`src/sv/cfd_pkg.sv`:
```
// ----------------------------------------------------------------------------
// cfd_pkg
// Shared types, constants and the CRC-8 byte update for the command frame
// detector.
// ----------------------------------------------------------------------------
`default_nettype none

package cfd_pkg;

  localparam logic [7:0] HDR_BYTE  = 8'h55;
  localparam logic [7:0] CRC_POLY  = 8'h07;
  localparam logic [7:0] CMD_ID    = 8'h01;
  localparam logic [7:0] CMD_SELF  = 8'h02;
  localparam logic [7:0] DATA_ZERO = 8'h00;

  localparam logic KIND_ID   = 1'b0;
  localparam logic KIND_SELF = 1'b1;

  typedef enum logic [2:0] {
    PH_HDR1 = 3'd0,
    PH_HDR2 = 3'd1,
    PH_CMD  = 3'd2,
    PH_DATA = 3'd3,
    PH_CRC  = 3'd4
  } phase_t;

  typedef struct packed {
    logic hit;
    logic kind;
  } result_t;

  // msb-first, init 0, no reflection, no final xor
  function automatic logic [7:0] crc8_feed(input logic [7:0] crc, input logic [7:0] b);
    logic [7:0] c;
    c = crc ^ b;
    for (int k = 0; k < 8; k++) begin
      if (c[7]) begin
        c = {c[6:0], 1'b0} ^ CRC_POLY;
      end else begin
        c = {c[6:0], 1'b0};
      end
    end
    return c;
  endfunction

endpackage

`default_nettype wire

```
`src/sv/cfd_frame_tracker.sv`:
```
// ----------------------------------------------------------------------------
// cfd_frame_tracker
// Frame phase machine, running CRC and captured command/data bytes. One
// word is consumed per cycle when byte_vld is high.
// ----------------------------------------------------------------------------
`default_nettype none

module cfd_frame_tracker (
  input  wire logic            clk,
  input  wire logic            rst_n,
  input  wire logic            byte_vld,
  input  wire logic [7:0]      byte_val,
  output cfd_pkg::result_t     result
);

  cfd_pkg::phase_t phase_r, phase_nxt;
  logic [7:0]      crc_r, crc_nxt;
  logic [7:0]      cmd_r, cmd_nxt;
  logic [7:0]      data_r, data_nxt;
  logic [7:0]      crc_upd;
  logic            is_hdr;

  assign crc_upd = cfd_pkg::crc8_feed(crc_r, byte_val);
  assign is_hdr  = (byte_val == cfd_pkg::HDR_BYTE);

  always_comb begin
    phase_nxt = phase_r;
    case (phase_r)
      cfd_pkg::PH_HDR2: begin
        phase_nxt = is_hdr ? cfd_pkg::PH_CMD : cfd_pkg::PH_HDR1;
      end
      cfd_pkg::PH_CMD: begin
        phase_nxt = cfd_pkg::PH_DATA;
      end
      cfd_pkg::PH_DATA: begin
        phase_nxt = cfd_pkg::PH_CRC;
      end
      cfd_pkg::PH_CRC: begin
        phase_nxt = cfd_pkg::PH_HDR1;
      end
      default: begin
        phase_nxt = is_hdr ? cfd_pkg::PH_HDR2 : cfd_pkg::PH_HDR1;
      end
    endcase
  end

  always_comb begin
    crc_nxt     = crc_r;
    cmd_nxt     = cmd_r;
    data_nxt    = data_r;
    result.hit  = 1'b0;
    result.kind = cfd_pkg::KIND_ID;
    case (phase_r)
      cfd_pkg::PH_HDR2: begin
        crc_nxt = is_hdr ? crc_upd : 8'h00;
      end
      cfd_pkg::PH_CMD: begin
        cmd_nxt = byte_val;
        crc_nxt = crc_upd;
      end
      cfd_pkg::PH_DATA: begin
        data_nxt = byte_val;
        crc_nxt  = crc_upd;
      end
      cfd_pkg::PH_CRC: begin
        crc_nxt = 8'h00;
        if ((byte_val == crc_r) && (data_r == cfd_pkg::DATA_ZERO)) begin
          if (cmd_r == cfd_pkg::CMD_ID) begin
            result.hit  = byte_vld;
            result.kind = cfd_pkg::KIND_ID;
          end else if (cmd_r == cfd_pkg::CMD_SELF) begin
            result.hit  = byte_vld;
            result.kind = cfd_pkg::KIND_SELF;
          end
        end
      end
      default: begin
        // running crc is zero here, so feeding from crc_r equals feeding from 0
        crc_nxt = is_hdr ? cfd_pkg::crc8_feed(8'h00, byte_val) : 8'h00;
      end
    endcase
  end

  always_ff @(posedge clk) begin
    if (!rst_n) begin
      phase_r <= cfd_pkg::PH_HDR1;
      crc_r   <= 8'h00;
      cmd_r   <= 8'h00;
      data_r  <= 8'h00;
    end else if (byte_vld) begin
      phase_r <= phase_nxt;
      crc_r   <= crc_nxt;
      cmd_r   <= cmd_nxt;
      data_r  <= data_nxt;
    end
  end

endmodule

`default_nettype wire

```
`src/sv/crc8_command_frame_detector_core.sv`:
```
// ----------------------------------------------------------------------------
// crc8_command_frame_detector_core
// Scans received bytes for 55 55 CMD DATA CRC frames and reports identity
// and self test requests.
//
//   channel  ports                          direction
//   in       in_valid in_stall in_rx_byte   word in, stall out
//   out      out_valid out_stall            word out, stall in
//            out_command_kind
//
// One word per cycle sustained unless out_stall holds a full result register.
// Path: input register, then the frame tracker decides and loads the result register.
// The tracker consumes a staged word whenever the result register is empty
// or being taken; out_stall reaches in_stall combinationally.
// Synchronous active-low reset returns the tracker to first header.
// ----------------------------------------------------------------------------
`default_nettype none

module crc8_command_frame_detector_core (
  input  wire logic       clk,
  input  wire logic       rst_n,
  input  wire logic       in_valid,
  output logic            in_stall,
  input  wire logic [7:0] in_rx_byte,
  output logic            out_valid,
  input  wire logic       out_stall,
  output logic            out_command_kind
);

  logic             in_vld_r;
  logic [7:0]       in_byte_r;
  logic             out_vld_r;
  logic             out_kind_r;
  logic             out_free;
  logic             advance;
  logic             in_fire;
  cfd_pkg::result_t res;

  assign out_free = !out_vld_r || !out_stall;
  assign advance  = in_vld_r && out_free;
  assign in_stall = in_vld_r && !out_free;
  assign in_fire  = in_valid && !in_stall;

  cfd_frame_tracker u_tracker (
    .clk      (clk),
    .rst_n    (rst_n),
    .byte_vld (advance),
    .byte_val (in_byte_r),
    .result   (res)
  );

  always_ff @(posedge clk) begin
    if (!rst_n) begin
      in_vld_r <= 1'b0;
    end else if (!in_stall) begin
      in_vld_r <= in_valid;
    end
  end

  always_ff @(posedge clk) begin
    if (in_fire) begin
      in_byte_r <= in_rx_byte;
    end
  end

  always_ff @(posedge clk) begin
    if (!rst_n) begin
      out_vld_r <= 1'b0;
    end else if (out_free) begin
      out_vld_r <= res.hit;
    end
  end

  always_ff @(posedge clk) begin
    if (out_free && res.hit) begin
      out_kind_r <= res.kind;
    end
  end

  assign out_valid        = out_vld_r;
  assign out_command_kind = out_kind_r;

endmodule

`default_nettype wire

```
`config.mk`:
```
export PLATFORM = sky130hd
export DESIGN_NAME = crc8_command_frame_detector_core
export DESIGN_NICKNAME = d
export VERILOG_FILES = /design/src/sv/cfd_pkg.sv /design/src/sv/cfd_frame_tracker.sv /design/src/sv/crc8_command_frame_detector_core.sv
export SDC_FILE = /design/constraint.sdc
export NUM_CORES = 1
export LEC_CHECK = 0
export ABC_CLOCK_PERIOD_IN_PS = 2990
export BUFFER_PORTS_ARGS = -buffer_cell sky130_fd_sc_hd__buf_2
export CAP_MARGIN = 20
export CORE_MARGIN = 4
export CORE_UTILIZATION = 50
export DETAILED_ROUTE_END_ITERATION = 7
export PLACE_DENSITY = 0.68
export SYNTH_ARGS = -nofsm -noshare
export SYNTH_HDL_FRONTEND = slang
export SYNTH_SLANG_ARGS = --single-unit
```
`constraint.sdc`:
```
create_clock -name clk -period 2.99 [get_ports clk]
set_input_delay 0.4485 -clock clk [delete_from_list [all_inputs] [get_ports clk]]
set_output_delay 0.4485 -clock clk [all_outputs]
set_load 0.02 [all_outputs]
```
==> results.sh <==
export IMPL_status="finished, final reports clean"
export IMPL_clock_path_buffers=2
export IMPL_clk_pin_slew_ns=0.07
export IMPL_rsz0062_at_grt="false"
export IMPL_syn2layout_area_growth_pct=5.58
export IMPL_initial_core_util=0.534
export IMPL_gp_congestion=0.847
export IMPL_grt_first_pass_wirelength_mm=6.91
export IMPL_dieArea_sq_mm=0.00552
export IMPL_cts_hold_buf=0
export IMPL_post_cts_buffers=0
export IMPL_cp_max_fo=6
export IMPL_first_global_vias=1356
export IMPL_crit_arrival_ns=2.15
export IMPL_slew_headroom=0.437
export IMPL_fin_hold_ws_ns=0.337
export IMPL_fp_dieW_um=74.3
export IMPL_port_buffer_count=14
export IMPL_core_rowCount=23
export IMPL_clock_fmax_mhz=454
export IMPL_report_final_slew_viol_count=0
export IMPL_antenna_found_initial=0
export IMPL_grt_usage=0.172
export IMPL_ctsResizeCount=0
export IMPL_wl_mm=4.22
export IMPL_hold_violations=0
export IMPL_fin_crit_ns=2.20
export IMPL_avgSynthCellArea_sq_um=11.4
export IMPL_grt_overflow=0
export IMPL_crit_start="in_byte_r[3]"
export IMPL_syn_area_sq_mm=0.00220
export IMPL_die_y_um=74.3
export IMPL_reg2reg_slack_ns=0.79
export IMPL_cts_root_buf="clkbuf_8"
export IMPL_viasPerCell=5.61
export IMPL_drcViolationCount=0
export IMPL_ys_ff_latch=38
export IMPL_syn_inst=192
export IMPL_synthArstFlopShare=0
export IMPL_cts_buffers=5
export IMPL_cp_end_kind="flip-flop"
export IMPL_worst_ir_drop_vdd_mv=0.266
export IMPL_dpl_hpwl_mm=3.06
export IMPL_vias=1397
export IMPL_yosysUniqueCellTypes=46
export IMPL_synth_edf_count=9
export IMPL_coreArea_sq_mm=0.00412
export IMPL_p_leak_nw=0.967
export IMPL_yosysWarningCount=0
export IMPL_ys_flop_type="dfxtp_1"
export IMPL_cts_tree="built"
export IMPL_post_drt_wl_per_cell_um=16.9
export IMPL_yosys_area_top_type="dfxtp_1"
export IMPL_cp_start_kind="flip-flop"
export IMPL_required_ns=2.94
export IMPL_crit_end="out_command_kind"
export IMPL_worstMarginPinSlew_ns=0.842
export IMPL_ys_seq_area_frac=0.387
export IMPL_critPathKind="flip-flop to flip-flop"
export IMPL_ys_top_cells_by_count="dfxtp_1, mux2i_1, nor2b_1, xnor2_1"
export IMPL_drive_gt1_frac=0.176
export IMPL_diodes=0
export IMPL_final_util=0.564
export IMPL_yosysMostFrequentCell="dfxtp_1"
export IMPL_worstReg2RegStart="in_byte_r[3]"
export IMPL_synth_net_count=209
export IMPL_drtIter0Drc=112
export IMPL_cts_sinks=38
export IMPL_r2r_worst_path_cells=5
export IMPL_regToRegEndpoint="out_command_kind"
export IMPL_synth_top_area_share=0.264
export IMPL_grt_max_degree=30
export IMPL_cts_htree_levels=2
export IMPL_drtAntennaViolNets=0
export IMPL_io_pins=15
export IMPL_cap_violations=0
export IMPL_fin_crit_sh=0.737
export IMPL_setup_viol=0
export IMPL_dr_pass1_iters=4
export IMPL_fin_worst_skew_ns=0.00270
export IMPL_synthTopCellsByArea="dfxtp_1, edfxtp_1, mux2i_1, xnor3_1, nor2b_1"
export IMPL_final_setup_tns_ns=0
export IMPL_clkLatencyLatePin_ns=0.28
export IMPL_worst_hold_path_type="input pin to flip-flop"
export IMPL_nNetsFinal=215
export IMPL_powerDensity_mw_per_mm2=501
## registers in the layout (all words and copies together) (netlist names)
signal and count:
in_byte_r 8, in_vld_r 1, out_command_kind 1, out_valid 1, u_tracker.cmd_r 8, u_tracker.crc_r 8, u_tracker.data_r 8, u_tracker.phase_r 3
## area by class of cell
type                       count  area, sq um
fill                         360         1800
sequential                    38          851
inverter                       5         26.3
timing repair buffer          15         77.6
multi-input combinational    133         1210
clock buffer                   8         90.1
tap                           50         62.6
## report_power, final
part           total (W)  switching (W)  internal (W)
clock network   0.000361       0.000173      0.000188
logic           0.000221      0.0000865      0.000134
registers       0.000579      0.0000361      0.000543
total            0.00116       0.000295      0.000866
## layer usage
| layer | wire (um) | GRT usage | vias up |
|---|---|---|---|
| li1 | - | - | 686 |
| met1 | 1870 | 0.214 | 666 |
| met2 | 2060 | 0.289 | 38 |
| met3 | 224 | 0.0392 | 7 |
| met4 | 68 | 0.0672 | 0 |
| met5 | 0 | 0 | - |
## worst min path at each step
stage | start | endpoint | slack (ns) | cells past startpoint
after floorplan | u_tracker.cmd_r[2] | u_tracker.cmd_r[2] | 0.48 | 2
after global placement | u_tracker.cmd_r[7] | u_tracker.cmd_r[7] | 0.50 | 2
after detailed placement | u_tracker.cmd_r[5] | u_tracker.cmd_r[5] | 0.51 | 2
after CTS | in_rx_byte[1] | in_byte_r[1] | 0.33 | 1
after global routing | in_rx_byte[4] | in_byte_r[4] | 0.32 | 1
final | in_rx_byte[1] | in_byte_r[1] | 0.34 | 1
## worst max-delay path: stages (launching register included)
cell      delay (ns)
edfxtp_1        0.52
xnor2_2         0.29
ha_1            0.18
nor4bb_1        0.27
nand4_1         0.15
nor4_1          0.45
## logic make-up after synthesis
logic type / synth area share
xor gates and xnor gates: 0.194
buffers and inverters: 0.0609
adders and majority gates: 0.0285
DFF: 0.387
and+or+nand+nor: 0.152
muxes: 0.0774
AOI/OAI and AO/OA: 0.100
## layout by cell type, fill, tap and decap left out, types with 3 or more instances in the layout
master	count
clkbuf_8	6
inv_1	4
nor4_1	4
mux2i_1	17
xnor3_1	5
a221oi_1	7
nand2b_1	4
xnor2_1	12
dfxtp_1	29
xor2_1	4
buf_2	14
a21boi_1	3
edfxtp_1	9
nand2_1	4
nor2_1	9
xnor2_2	6
nor2b_1	17
ha_1	5
o21ai_0	8
## metrics by stage
stage | cell area, sq um | worst slack, ns | instances | power, W
2_1_floorplan | 2200 | 1.01 | 192 | 0.000778
3_3_place_gp | 2230 | 0.857 | 241 | 0.000805
3_5_place_dp | 2230 | 0.765 | 241 | 0.000811
4_1_cts | 2320 | 0.767 | 249 | 0.00117
5_1_grt | 2320 | 0.564 | 249 | 0.00122
6_report | 2320 | 0.787 | 249 | 0.00116
Power figures use the tool's default switching activity.
